===== src/hdl/paired_sample_frame_autorange_macros.svh =====
// assertion macros for the paired sample frame autorange block
`ifndef PAIRED_SAMPLE_FRAME_AUTORANGE_MACROS_SVH
`define PAIRED_SAMPLE_FRAME_AUTORANGE_MACROS_SVH

// condition implies expression in the same cycle
`define PSFA_ASSERT_SAME(label, clk, rst_n, cond, expr, msg) \
	label: assert property (@(posedge clk) disable iff (!rst_n) (cond) |-> (expr)) \
		else $error(msg);

// condition implies expression in the next cycle
`define PSFA_ASSERT_NEXT(label, clk, rst_n, cond, expr, msg) \
	label: assert property (@(posedge clk) disable iff (!rst_n) (cond) |=> (expr)) \
		else $error(msg);

`endif


===== src/hdl/psfa_pkg.sv =====
// shared types, constants and codes for the paired sample frame autorange block
package psfa_pkg;

	localparam int PAIRS_PER_FRAME = 15;

	localparam int ADC_W      = 12;
	localparam int SWITCH_W   = 2;
	localparam int SUM_W      = 16;
	localparam int DIFF_W     = 17;
	localparam int GAIN_W     = 2;
	localparam int DUTY_W     = 16;
	localparam int LIMIT_W    = 16;
	localparam int CFG_IDX_W  = 1;
	localparam int CFG_DATA_W = 16;

	localparam int ADC_MAX    = 2047;
	localparam int FULL_SCALE = PAIRS_PER_FRAME * ADC_MAX;
	localparam int LEVEL_W    = $clog2(FULL_SCALE + 1);
	localparam int PAIR_W     = $clog2(PAIRS_PER_FRAME + 1);

	localparam logic signed [DIFF_W-1:0] FULL_SCALE_S = DIFF_W'(FULL_SCALE);
	localparam logic [PAIR_W-1:0] LAST_PAIR = PAIR_W'(PAIRS_PER_FRAME - 1);

	// duty = floor((level * DUTY_MAX + FULL_SCALE / 2) / FULL_SCALE) by reciprocal,
	// shift chosen so that 2^shift > FULL_SCALE * (FULL_SCALE + 1) keeps it exact
	localparam longint unsigned DUTY_MAX   = 65535;
	localparam int              DUTY_SHIFT = $clog2(longint'(FULL_SCALE) * (FULL_SCALE + 1) + 1);
	localparam longint unsigned DUTY_MULT  =
		((DUTY_MAX << DUTY_SHIFT) + longint'(FULL_SCALE) - 1) / longint'(FULL_SCALE);
	localparam longint unsigned DUTY_ROUND =
		((longint'(FULL_SCALE / 2) << DUTY_SHIFT) + longint'(FULL_SCALE) - 1)
		/ longint'(FULL_SCALE);
	localparam int MULT_W = $clog2(DUTY_MULT + 1);
	localparam int PROD_W = LEVEL_W + MULT_W + 1;

	// gain codes and the switch code for autoranging
	localparam logic [GAIN_W-1:0]   GAIN_MIN    = 2'd0;
	localparam logic [GAIN_W-1:0]   GAIN_MED    = 2'd1;
	localparam logic [GAIN_W-1:0]   GAIN_MAX    = 2'd2;
	localparam logic [SWITCH_W-1:0] SWITCH_AUTO = 2'd3;

	// register indexes
	localparam logic [CFG_IDX_W-1:0] CFG_RAISE_LIMIT = 1'd0;
	localparam logic [CFG_IDX_W-1:0] CFG_LOWER_LIMIT = 1'd1;

	localparam logic [LIMIT_W-1:0] RAISE_LIMIT_RESET = 16'd3840;
	localparam logic [LIMIT_W-1:0] LOWER_LIMIT_RESET = 16'd26880;

	// stream packing
	localparam int IN_FIELDS_W  = ADC_W + SWITCH_W;
	localparam int IN_TDATA_W   = ((IN_FIELDS_W + 7) / 8) * 8;
	localparam int OUT_FIELDS_W = 2 * SUM_W + DIFF_W + 2 * GAIN_W + 1 + DUTY_W;
	localparam int OUT_TDATA_W  = ((OUT_FIELDS_W + 7) / 8) * 8;

	typedef struct packed {
		logic [LIMIT_W-1:0] raise_limit;
		logic [LIMIT_W-1:0] lower_limit;
	} limits_t;

	typedef struct packed {
		logic signed [SUM_W-1:0]  baseline_sum;
		logic signed [SUM_W-1:0]  signal_sum;
		logic signed [DIFF_W-1:0] difference_sum;
		logic [LEVEL_W-1:0]       level;
		logic [SWITCH_W-1:0]      switches;
	} frame_t;

	typedef struct packed {
		logic signed [SUM_W-1:0]  baseline_sum;
		logic signed [SUM_W-1:0]  signal_sum;
		logic signed [DIFF_W-1:0] difference_sum;
		logic [GAIN_W-1:0]        frame_gain;
		logic                     auto_mode;
		logic [GAIN_W-1:0]        next_gain;
		logic [DUTY_W-1:0]        pwm_duty;
	} result_t;

endpackage


===== src/hdl/psfa_accum.sv =====
// pairing of readings and frame accumulation, frame register stage
module psfa_accum import psfa_pkg::*; (
	input  logic                     clk,
	input  logic                     arst_n,
	input  logic                     in_valid,
	output logic                     in_ready,
	input  logic signed [ADC_W-1:0]  adc_sample,
	input  logic [SWITCH_W-1:0]      gain_switches,
	output logic                     frame_valid,
	output frame_t                   frame,
	input  logic                     frame_take
);

	logic                     expect_baseline_q;
	logic signed [ADC_W-1:0]  held_baseline_q;
	logic [PAIR_W-1:0]        pair_count_q;
	logic signed [SUM_W-1:0]  acc_baseline_q;
	logic signed [SUM_W-1:0]  acc_signal_q;
	logic signed [DIFF_W-1:0] acc_difference_q;
	logic                     frame_valid_s1;
	frame_t                   frame_s1;

	logic                     accept;
	logic                     frame_end;
	logic signed [ADC_W:0]    pair_diff;
	logic signed [SUM_W-1:0]  baseline_next;
	logic signed [SUM_W-1:0]  signal_next;
	logic signed [DIFF_W-1:0] difference_next;
	logic [LEVEL_W-1:0]       level;

	assign in_ready  = !frame_valid_s1 || frame_take;
	assign accept    = in_valid && in_ready;
	assign frame_end = !expect_baseline_q && (pair_count_q == LAST_PAIR);

	always_comb begin
		pair_diff = {adc_sample[ADC_W-1], adc_sample}
			- {held_baseline_q[ADC_W-1], held_baseline_q};
		baseline_next = acc_baseline_q
			+ {{(SUM_W-ADC_W){held_baseline_q[ADC_W-1]}}, held_baseline_q};
		signal_next = acc_signal_q
			+ {{(SUM_W-ADC_W){adc_sample[ADC_W-1]}}, adc_sample};
		difference_next = acc_difference_q
			+ {{(DIFF_W-ADC_W-1){pair_diff[ADC_W]}}, pair_diff};
		// clamp to 0..full scale for duty and autorange
		if (difference_next[DIFF_W-1] || difference_next == '0) begin
			level = '0;
		end else if (difference_next > FULL_SCALE_S) begin
			level = LEVEL_W'(FULL_SCALE);
		end else begin
			level = difference_next[LEVEL_W-1:0];
		end
	end

	always_ff @(posedge clk or negedge arst_n) begin
		if (!arst_n) begin
			expect_baseline_q <= 1'b0;
			held_baseline_q   <= '0;
			pair_count_q      <= '0;
			acc_baseline_q    <= '0;
			acc_signal_q      <= '0;
			acc_difference_q  <= '0;
		end else if (accept) begin
			if (expect_baseline_q) begin
				held_baseline_q   <= adc_sample;
				expect_baseline_q <= 1'b0;
			end else begin
				expect_baseline_q <= 1'b1;
				if (frame_end) begin
					pair_count_q     <= '0;
					acc_baseline_q   <= '0;
					acc_signal_q     <= '0;
					acc_difference_q <= '0;
				end else begin
					pair_count_q     <= pair_count_q + 1'b1;
					acc_baseline_q   <= baseline_next;
					acc_signal_q     <= signal_next;
					acc_difference_q <= difference_next;
				end
			end
		end
	end

	always_ff @(posedge clk or negedge arst_n) begin
		if (!arst_n) begin
			frame_valid_s1 <= 1'b0;
		end else if (accept && frame_end) begin
			frame_valid_s1 <= 1'b1;
		end else if (frame_take) begin
			frame_valid_s1 <= 1'b0;
		end
	end

	always_ff @(posedge clk) begin
		if (accept && frame_end) begin
			frame_s1.baseline_sum   <= baseline_next;
			frame_s1.signal_sum     <= signal_next;
			frame_s1.difference_sum <= difference_next;
			frame_s1.level          <= level;
			frame_s1.switches       <= gain_switches;
		end
	end

	assign frame_valid = frame_valid_s1;
	assign frame       = frame_s1;

endmodule


===== src/hdl/psfa_scale.sv =====
// gain selection, duty scaling and result register
module psfa_scale import psfa_pkg::*; (
	input  logic    clk,
	input  logic    arst_n,
	input  logic    frame_valid,
	input  frame_t  frame,
	output logic    frame_take,
	input  limits_t limits,
	output logic    res_valid,
	input  logic    res_ready,
	output result_t res
);

	logic [GAIN_W-1:0] current_gain_q;
	logic              res_valid_q;
	result_t           res_q;

	logic              is_auto;
	logic [GAIN_W-1:0] auto_gain;
	logic [GAIN_W-1:0] next_gain;
	logic [PROD_W-1:0] duty_prod;

	assign frame_take = frame_valid && (!res_valid_q || res_ready);
	assign is_auto    = (frame.switches == SWITCH_AUTO);

	always_comb begin
		// hysteresis between the two limits
		if (LIMIT_W'(frame.level) > limits.lower_limit) begin
			auto_gain = (current_gain_q == GAIN_MAX) ? GAIN_MED : GAIN_MIN;
		end else if (LIMIT_W'(frame.level) < limits.raise_limit) begin
			auto_gain = (current_gain_q == GAIN_MIN) ? GAIN_MED : GAIN_MAX;
		end else begin
			auto_gain = current_gain_q;
		end
		next_gain = is_auto ? auto_gain : GAIN_W'(frame.switches);
		duty_prod = PROD_W'(frame.level) * PROD_W'(DUTY_MULT) + PROD_W'(DUTY_ROUND);
	end

	always_ff @(posedge clk or negedge arst_n) begin
		if (!arst_n) begin
			current_gain_q <= GAIN_MED;
			res_valid_q    <= 1'b0;
		end else begin
			if (frame_take) begin
				current_gain_q <= next_gain;
				res_valid_q    <= 1'b1;
			end else if (res_ready) begin
				res_valid_q <= 1'b0;
			end
		end
	end

	always_ff @(posedge clk) begin
		if (frame_take) begin
			res_q.baseline_sum   <= frame.baseline_sum;
			res_q.signal_sum     <= frame.signal_sum;
			res_q.difference_sum <= frame.difference_sum;
			res_q.frame_gain     <= current_gain_q;
			res_q.auto_mode      <= is_auto;
			res_q.next_gain      <= next_gain;
			res_q.pwm_duty       <= duty_prod[DUTY_SHIFT +: DUTY_W];
		end
	end

	assign res_valid = res_valid_q;
	assign res       = res_q;

endmodule


===== src/hdl/paired_sample_frame_autorange.sv =====
// Paired sample frame accumulator with gain autoranging. Readings alternate baseline and
// signal, starting after reset with a signal reading paired against a zero baseline. Each
// frame of PAIRS_PER_FRAME pairs yields one output transaction with the baseline, signal and
// difference sums, the gain in force, the mode, the gain for the next frame and a PWM duty
// rounded from the difference sum clamped to 0..full scale. The block accepts one reading
// per clock as long as the output side keeps up; a finished frame that waits behind a held
// result holds s_tready low. The edge that accepts the last reading of a frame loads the
// frame register, and the result register loads from it through the scaling stage with its
// 15 x 32 bit constant multiplier when no result is held or it is taken, raising m_tvalid.
// Limit registers are to be written by the user via the cfg port only while idle, unchecked.
`include "paired_sample_frame_autorange_macros.svh"

module paired_sample_frame_autorange import psfa_pkg::*; (
	input  logic                   clk,
	input  logic                   arst_n,
	input  logic                   s_tvalid,
	output logic                   s_tready,
	// adc_sample [11:0], gain_switches [13:12], zero pad
	input  logic [IN_TDATA_W-1:0]  s_tdata,
	output logic                   m_tvalid,
	input  logic                   m_tready,
	// baseline_sum [15:0], signal_sum [31:16], difference_sum [48:32], frame_gain [50:49],
	// auto_mode [51], next_gain [53:52], pwm_duty [69:54], zero pad
	output logic [OUT_TDATA_W-1:0] m_tdata,
	input  logic                   cfg_we,
	input  logic [CFG_IDX_W-1:0]   cfg_index,
	input  logic [CFG_DATA_W-1:0]  cfg_data
);

	limits_t limits_q;
	logic    frame_valid;
	frame_t  frame;
	logic    frame_take;
	result_t res;

	always_ff @(posedge clk or negedge arst_n) begin
		if (!arst_n) begin
			limits_q.raise_limit <= RAISE_LIMIT_RESET;
			limits_q.lower_limit <= LOWER_LIMIT_RESET;
		end else if (cfg_we) begin
			case (cfg_index)
				CFG_RAISE_LIMIT: limits_q.raise_limit <= cfg_data[LIMIT_W-1:0];
				CFG_LOWER_LIMIT: limits_q.lower_limit <= cfg_data[LIMIT_W-1:0];
				default: ;
			endcase
		end
	end

	psfa_accum u_accum (
		.clk           (clk),
		.arst_n        (arst_n),
		.in_valid      (s_tvalid),
		.in_ready      (s_tready),
		.adc_sample    (s_tdata[ADC_W-1:0]),
		.gain_switches (s_tdata[ADC_W +: SWITCH_W]),
		.frame_valid   (frame_valid),
		.frame         (frame),
		.frame_take    (frame_take)
	);

	psfa_scale u_scale (
		.clk         (clk),
		.arst_n      (arst_n),
		.frame_valid (frame_valid),
		.frame       (frame),
		.frame_take  (frame_take),
		.limits      (limits_q),
		.res_valid   (m_tvalid),
		.res_ready   (m_tready),
		.res         (res)
	);

	assign m_tdata = {{(OUT_TDATA_W-OUT_FIELDS_W){1'b0}}, res.pwm_duty, res.next_gain,
		res.auto_mode, res.frame_gain, res.difference_sum, res.signal_sum, res.baseline_sum};

	`PSFA_ASSERT_SAME(a_next_gain_valid, clk, arst_n, m_tvalid,
		res.next_gain != SWITCH_AUTO, "next gain holds the auto switch code")
	`PSFA_ASSERT_SAME(a_duty_zero, clk, arst_n,
		m_tvalid && (res.difference_sum[DIFF_W-1] || res.difference_sum == '0),
		res.pwm_duty == '0, "duty nonzero for a nonpositive difference sum")
	`PSFA_ASSERT_NEXT(a_take_fills, clk, arst_n, frame_take, m_tvalid,
		"frame taken but no result presented")

endmodule


===== config.mk =====
export PLATFORM = sky130hd
export DESIGN_NAME = paired_sample_frame_autorange
export DESIGN_NICKNAME = d
export VERILOG_FILES = /design/src/hdl/psfa_pkg.sv /design/src/hdl/psfa_accum.sv /design/src/hdl/psfa_scale.sv /design/src/hdl/paired_sample_frame_autorange.sv
export VERILOG_INCLUDE_DIRS = /design/src /design/src/hdl
export SDC_FILE = /design/constraint.sdc
export NUM_CORES = 1
export LEC_CHECK = 0
export BUFFER_PORTS_ARGS = -buffer_cell sky130_fd_sc_hd__buf_2
export CORE_ASPECT_RATIO = 0.6
export CORE_MARGIN = 5
export CORE_UTILIZATION = 58
export DETAILED_ROUTE_END_ITERATION = 6
export PLACE_DENSITY = 0.86
export SLEW_MARGIN = 20
export SYNTH_ARGS = -nofsm -noshare
export SYNTH_HDL_FRONTEND = slang
export SYNTH_SLANG_ARGS = --single-unit

===== constraint.sdc =====
create_clock -name clk -period 9.41 [get_ports clk]
set_input_delay 2.3525 -clock clk [delete_from_list [all_inputs] [get_ports clk]]
set_output_delay 2.3525 -clock clk [all_outputs]
set_load 0.02 [all_outputs]

# Word-level counts from Yosys, hierarchy flattened
# Cells that the tools add are included.
[totals] out_inout_bits=74 inputBits=38 regBits=238
[op_classes] bitwise_logic=2 eq_ne=3 n_lt_le_gt_ge=3 multipliers=1 add_sub_neg=6 n_mux=15 n_reduce_logical=19
[op_table] op="46-bit by 29-bit adder with 46-bit output (second input constant)" count=1
[op_table] op="15-bit by 32-bit multiplier with 46-bit output (second input constant)" count=1
[op_table] op="16-bit adder" count=2
[op_table] op="16-bit 2-to-1 mux" count=2
[op_table] op="17-bit adder" count=1
[op_table] op="17-bit by 16-bit greater-than comparator with 1-bit output (second input constant)" count=1
[op_table] op="17-bit logical NOT" count=1
[op_table] op="17-bit 2-to-1 mux" count=1
[op_table] op="15-bit by 16-bit greater-than comparator with 1-bit output" count=1
[op_table] op="15-bit by 16-bit less-than comparator with 1-bit output" count=1
[op_table] op="15-bit 2-to-1 mux" count=1
[op_table] op="12-bit by 12-bit subtractor with 13-bit output" count=1
[op_table] op="2-bit 2-to-1 mux" count=4
[op_table] op="2-bit AND reduction" count=4
[op_table] op="1-bit 2-to-1 mux" count=6
[op_table] op="4-bit by 1-bit adder with 4-bit output (second input constant)" count=1
[op_table] op="2-bit equality test (second input constant)" count=2
[op_table] op="4-bit equality test (second input constant)" count=1
[op_table] op="1-bit logical AND" count=4
[op_table] op="4-bit 2-to-1 mux" count=1
[op_table] op="2-bit nonzero test" count=2
[op_table] op="1-bit logical NOT" count=3
[op_table] op="1-bit logical OR" count=3
[op_table] op="2-bit logical NOT" count=1
[op_table] op="2 further kinds" count=3

# Depth between registers and ports, before layout
[depth] word_depth=7 ltp_mapped=22

# Cells and area by module
# A second synthesis with hierarchy kept.
[unflattened] cells_unflattened=1545 hier_area_um2=17717.0
[by_module_without_submodules] mod="psfa_scale" cells_each=803 instances=1 area_per_inst_um2=8811.0
[by_module_without_submodules] mod="psfa_accum" cells_each=670 instances=1 area_per_inst_um2=7624.8
[by_module_without_submodules] mod="paired_sample_frame_autorange" cells_each=72 instances=1 area_per_inst_um2=1281.2

# Worst setup path before layout
# OpenSTA, ideal clock, no wires.
[synth_timing] path_kind="input to register" startpoint="input s_tdata[0]" endpoint="register u_accum.frame_s1, in the netlist u_accum.frame[10], data pin" path_stages=18 path_buffers=1 required_time_ns=9.134 slack_ns=2.632 arrival_time_ns=6.501 path_cell_list="inv_1 ha_1 fa_1 nor2b_1 o31a_1 o311a_1 o31a_1 o31a_1 o41ai_1 ha_1 a21oi_1 nor2b_1 or4_1 o22ai_1 xor2_1 xnor2_1 buf_2 a211oi_1"
[synth_between] elab_chain_cells=4
[synth_lines] element="start, declared" line_no="paired_sample_frame_autorange.sv:19" source="input logic [IN_TDATA_W-1:0] s_tdata,"
[synth_lines] element="12-bit by 12-bit subtractor with 13-bit output *" line_no="psfa_accum.sv:37" source="- {held_baseline_q[ADC_W-1], held_baseline_q};"
[synth_lines] element="17-bit adder *" line_no="psfa_accum.sv:43" source="+ {{(DIFF_W-ADC_W-1){pair_diff[ADC_W]}}, pair_diff};"
[synth_lines] element="via u_accum.difference_next[16]" line_no="psfa_accum.sv:28" source="logic signed [DIFF_W-1:0] difference_next;"
[synth_lines] element="17-bit by 16-bit greater-than comparator with 1-bit output / 17-bit logical NOT (equally long branches)" line_no="psfa_accum.sv:47, psfa_accum.sv:45"
[synth_lines] element="15-bit 2-to-1 mux / 1-bit logical OR (equally long branches)" line_no="psfa_accum.sv:47, psfa_accum.sv:45"
[synth_lines] element="end, declared" line_no="psfa_accum.sv:21" source="frame_t frame_s1;"
# Mark *: on every way through the listed nets, which the timed path passes. The rest lies on a longest branch.
# A chain may end at the register's enable or synchronous reset.

# Final worst setup path
[layout_timing] startpoint="input s_tdata[0]" endpoint="register u_accum.frame_s1, in the netlist u_accum.frame[4], data pin"
[layout_between] elab_chain_cells=5
[layout_lines] element="12-bit by 12-bit subtractor with 13-bit output *" line_no="psfa_accum.sv:37"
[layout_lines] element="17-bit adder *" line_no="psfa_accum.sv:43"
[layout_lines] element="branches (longest 3 deep; another with 17-bit by 16-bit greater-than comparator with 1-bit output)"
# Every way passes the cells marked *.

==> impl_results.md <==
* Outcome: finished clean
* Cells after Synth at around 1600
* Clock network fraction of design power at 0.167
* Switch Pwr at approximately 0.0024 W
* Number of global-route vias before repair at 12514
* Clock Path Buffers at 3
* Required time at the endpoint of the critical path at 9.66 ns
* Total Nets Final at 2089
* Power density relative to cell area at slightly below 300 mW/mm2
* Main synth FF type: sky130_fd_sc_hd__edfxtp_1
* Yosys warning total at 0
* Post-DR wirelength/cell at 19.7 um
* Final hold slack at 0.409 ns
* Netlist area before placement at 0.0175 mm2
* Seq/Total Area, Yosys at 0.379
* Count of placed standard cells in the final layout, fillers left out at 2115
* RSZ-0062 raised after global routing: no
* Share of power burned in combinational logic at 0.554
* Critical R2R Capture: u_scale.res[12]
* Critical Path Start Type: input port
* Final design utilization at 0.648
* Fin crit period at 6.87 ns
* Worst EP arrival at 7.11 ns
* Resized Gates After CTS at 0
* Total inserted antenna cells at 0
* Vias per inst at 5.86
* Dpl ws at 1.74 ns
* Depth of the CTS H-tree at 1
* Die Footprint at 0.0339 mm2
* Sequential cell fraction of total power at 0.279
* Multi-input combinational cell area at 0.00983 mm2
* Portion of the clock cycle consumed by the worst path in the final layout at 0.730
* Initial antenna violation count at 1
* Switching share of total power at 0.426
* Standard cell core area at ~0.03 mm2
* Number of top-level pins at 112
* Register-to-Register Setup Slack at 2.61 ns
* Starting density of the core at 0.588
* Max-slew violation count at 0
* Hold Crit Depth at 0
* Register area at 0.00665 mm2
* Placed cells at just over 2000
* IO Port Bufs at 107
* EDFF count, synth at 136
* Max-cap viol count at 0
* Synth async-reset ratio at 0.429
* Reg-to-reg startpoint: u_accum.frame[15]
* HPWL after detailed placement at 32600 um
* Maximum fanout count along the critical path at 11
* Final setup TNS at 0 ns
* Avg Cell Area, Syn at 11.2 um2
* Count of distinct cell types in the synthesized netlist at 74
* Remaining antenna violation count after routing at 0
* F_max at 146 MHz
* Initial DRC Count at 992
* Post-CTS Hold Buffers at 0
* Worst voltage drop across the vdd grid at 0.193 mV
* Capture endpoint of the worst hold path: u_scale.res[50]
* Residual overflow from global routing at 0
* Filler cells at 2234
* Worst path setup slack after routing at 2.54 ns
* Classification of the worst setup path: input port to flip-flop
* Die outline width at around 230 um
* Number of clock sinks seen by CTS at 238
* Growth of design area from synthesis to finish at 10.4%
* Final setup violation count at 0
* Final hold violation count at 0
* DRT Wirelength at roughly 42000 um
* Slew of the pin with the lowest slew margin at 1.04 ns
* CP endpoint kind: flip-flop
* Synthesis-stage register bit count at 238
* Total number of vias at about 12000
* Worst Clk Skew at 0.0139 ns
* Later-pin clock latency in the skew report at between 0.5 and 0.6 ns
* Clock slew at reported path FFs at 0.06 ns
* Length of the first detailed-routing pass in iterations at 5
* Cts bufs inserted at 24
* Cell count of the worst reg-to-reg path at 19
* Core Rows at a little under 50
* All-layer global routing usage at 0.251
* Die Span Y at 145 um
* Start point of the worst min-delay path: u_accum.frame[46]
* First-pass GRT wire length at roughly 67000 um
* Slew Limit Headroom at 0.303
* TritonCTS clock tree: built
* Largest net degree at the start of global routing at 76
* Gpl congestion at 0.978
* Cell at the root of the clock tree: sky130_fd_sc_hd__clkbuf_16
* DRC viols at 0
* Post-CTS Setup Repair Bufs at 0
* Ratio of cells with drive above 1 in the final layout at 0.129
* Cell-internal power at approximately 0.0032 W
* Type of the worst min-delay path: flip-flop to flip-flop
* Total leakage power at 9.19 nW
-- stage by stage --
step,instance area (um2),power [W]
2_1_floorplan,17500,0.00386
3_3_place_gp,18500,0.00446
3_5_place_dp,18600,0.00462
4_1_cts,19300,0.00560
5_1_grt,19400,0.00607
6_report,19400,0.00563
-- cells in the mapped netlist, types with 8 or more instances --
cell type	number	area share
sky130_fd_sc_hd__a22o_1	30	0.015
sky130_fd_sc_hd__or2_2	9	0.0032
sky130_fd_sc_hd__nand2_1	71	0.015
sky130_fd_sc_hd__a21o_1	25	0.011
sky130_fd_sc_hd__nor2b_1	21	0.0075
sky130_fd_sc_hd__a21oi_1	53	0.015
sky130_fd_sc_hd__o21ai_0	73	0.021
sky130_fd_sc_hd__nand2b_1	12	0.0043
sky130_fd_sc_hd__fa_1	103	0.12
sky130_fd_sc_hd__dfstp_2	9	0.013
sky130_fd_sc_hd__edfxtp_1	136	0.23
sky130_fd_sc_hd__nor3_1	24	0.0068
sky130_fd_sc_hd__ha_1	259	0.18
sky130_fd_sc_hd__dfrtp_1	93	0.13
sky130_fd_sc_hd__and2_1	8	0.0029
sky130_fd_sc_hd__xnor2_1	46	0.023
sky130_fd_sc_hd__nand3_1	17	0.0049
sky130_fd_sc_hd__inv_1	258	0.055
sky130_fd_sc_hd__o21a_1	18	0.0077
sky130_fd_sc_hd__a31oi_1	14	0.0050
sky130_fd_sc_hd__and3_1	11	0.0039
sky130_fd_sc_hd__nand4_1	14	0.0050
sky130_fd_sc_hd__mux2_2	28	0.018
sky130_fd_sc_hd__clkbuf_1	22	0.0047
sky130_fd_sc_hd__nor2_1	63	0.013
sky130_fd_sc_hd__a211oi_1	18	0.0077
sky130_fd_sc_hd__xor2_1	22	0.011
-- kinds of logic after synthesis --
family	count (synthesis)	share of synthesized area
adders and majority gates	362	0.302
AOI/OAI and AO/OA	310	0.122
buffers and inverters	285	0.0621
and+or+nand+nor	275	0.0797
DFF	238	0.379
xor gates and xnor gates	69	0.0349
muxes	32	0.0203
other	1	0.000214
-- how the worst max path moves through the flow --
stage | endpoint | start | depth (start not counted)
floorplan | u_accum.frame[10] | s_tdata[0] | 18
global placement | u_accum.frame[5] | s_tdata[0] | 18
detailed placement | u_accum.frame[5] | s_tdata[0] | 19
CTS | u_accum.frame[3] | s_tdata[0] | 19
global route | u_accum.frame[3] | s_tdata[1] | 19
finish | u_accum.frame[4] | s_tdata[0] | 18
-- power groups by stage --
stage / Sequential [W] / Combinational (W) / Clock (W)
6_report: 0.00157 / 0.00312 / 0.000939
5_1_grt: 0.00158 / 0.00347 / 0.00101
4_1_cts: 0.00156 / 0.00307 / 0.000957
3_5_place_dp: 0.00158 / 0.00304 / 0
3_3_place_gp: 0.00157 / 0.00289 / 0
2_1_floorplan: 0.00155 / 0.00231 / 0
-- cell type report --
| cell class | instances | area share |
|---|---|---|
| multi-input cells | 1050 | 0.508 |
| flip-flops and latches | 238 | 0.343 |
| inverters | 258 | 0.0500 |
| clock buffers | 29 | 0.0341 |
| repair buffers | 117 | 0.0330 |
| well taps | 408 | 0.0264 |
| clock inverters | 15 | 0.00536 |
-- critical path, cell delays in order --
cell and delay (ns):
sky130_fd_sc_hd__buf_2 0.11, sky130_fd_sc_hd__inv_1 0.07, sky130_fd_sc_hd__ha_1 0.20, sky130_fd_sc_hd__fa_1 0.23, sky130_fd_sc_hd__nor2b_1 0.08, sky130_fd_sc_hd__o31a_1 0.28
sky130_fd_sc_hd__o311a_1 0.34, sky130_fd_sc_hd__o31a_1 0.29, sky130_fd_sc_hd__o31a_1 0.28, sky130_fd_sc_hd__o41ai_2 0.57, sky130_fd_sc_hd__ha_1 0.40, sky130_fd_sc_hd__o21a_1 0.12
sky130_fd_sc_hd__o22ai_1 0.20, sky130_fd_sc_hd__a211oi_1 0.07, sky130_fd_sc_hd__a211oi_1 0.51, sky130_fd_sc_hd__nand2b_1 0.22, sky130_fd_sc_hd__nor4_4 0.64, sky130_fd_sc_hd__nor4b_1 0.13
-- placed cells by master, fill, tap and decap left out, types with 5 or more instances in the layout --
master / count
sky130_fd_sc_hd__a31oi_1: 14
sky130_fd_sc_hd__a21o_1: 25
sky130_fd_sc_hd__xor2_1: 22
sky130_fd_sc_hd__o21a_1: 18
sky130_fd_sc_hd__a22o_1: 30
sky130_fd_sc_hd__and3_1: 11
sky130_fd_sc_hd__a211oi_1: 18
sky130_fd_sc_hd__a21boi_0: 6
sky130_fd_sc_hd__o211ai_1: 7
sky130_fd_sc_hd__dfrtp_1: 93
sky130_fd_sc_hd__a211oi_2: 6
sky130_fd_sc_hd__or2_2: 9
sky130_fd_sc_hd__o31a_1: 5
sky130_fd_sc_hd__mux2_2: 28
sky130_fd_sc_hd__nor2b_1: 20
sky130_fd_sc_hd__buf_2: 106
sky130_fd_sc_hd__nand2_1: 71
sky130_fd_sc_hd__clkinv_1: 7
sky130_fd_sc_hd__edfxtp_1: 136
sky130_fd_sc_hd__nor3_1: 24
sky130_fd_sc_hd__inv_1: 258
sky130_fd_sc_hd__o21ai_0: 73
sky130_fd_sc_hd__nand3_1: 17
sky130_fd_sc_hd__xnor2_1: 46
sky130_fd_sc_hd__buf_4: 9
sky130_fd_sc_hd__a21oi_1: 53
sky130_fd_sc_hd__nand4_1: 14
sky130_fd_sc_hd__ha_1: 259
sky130_fd_sc_hd__clkbuf_16: 25
sky130_fd_sc_hd__dfstp_2: 9
sky130_fd_sc_hd__o31ai_1: 7
sky130_fd_sc_hd__and2_1: 7
sky130_fd_sc_hd__nor2_1: 61
sky130_fd_sc_hd__fa_1: 103
sky130_fd_sc_hd__nand2b_1: 12
-- registers in the layout, indices dropped and copies added, names as in the netlist --
name and flops:
u_accum.expect_baseline_q 1, u_accum.frame 66, u_accum.acc_signal_q 16, u_accum.held_baseline_q 12, u_accum.frame_valid 1, u_scale.res 70, u_accum.acc_baseline_q 16, u_accum.pair_count_q 4
limits_q 32, u_scale.res_valid 1, u_scale.current_gain_q 2, u_accum.acc_difference_q 17
-- metal layers --
layer | GRT usage | vias to the layer above | share of wire
met5 | 0 | - | 0.00031
met4 | 0.0427 | 2 | 0.015
met3 | 0.0879 | 67 | 0.10
met2 | 0.376 | 447 | 0.42
met1 | 0.364 | 6126 | 0.46
li1 | - | 5762 | -
Power figures use the tool's default switching activity.
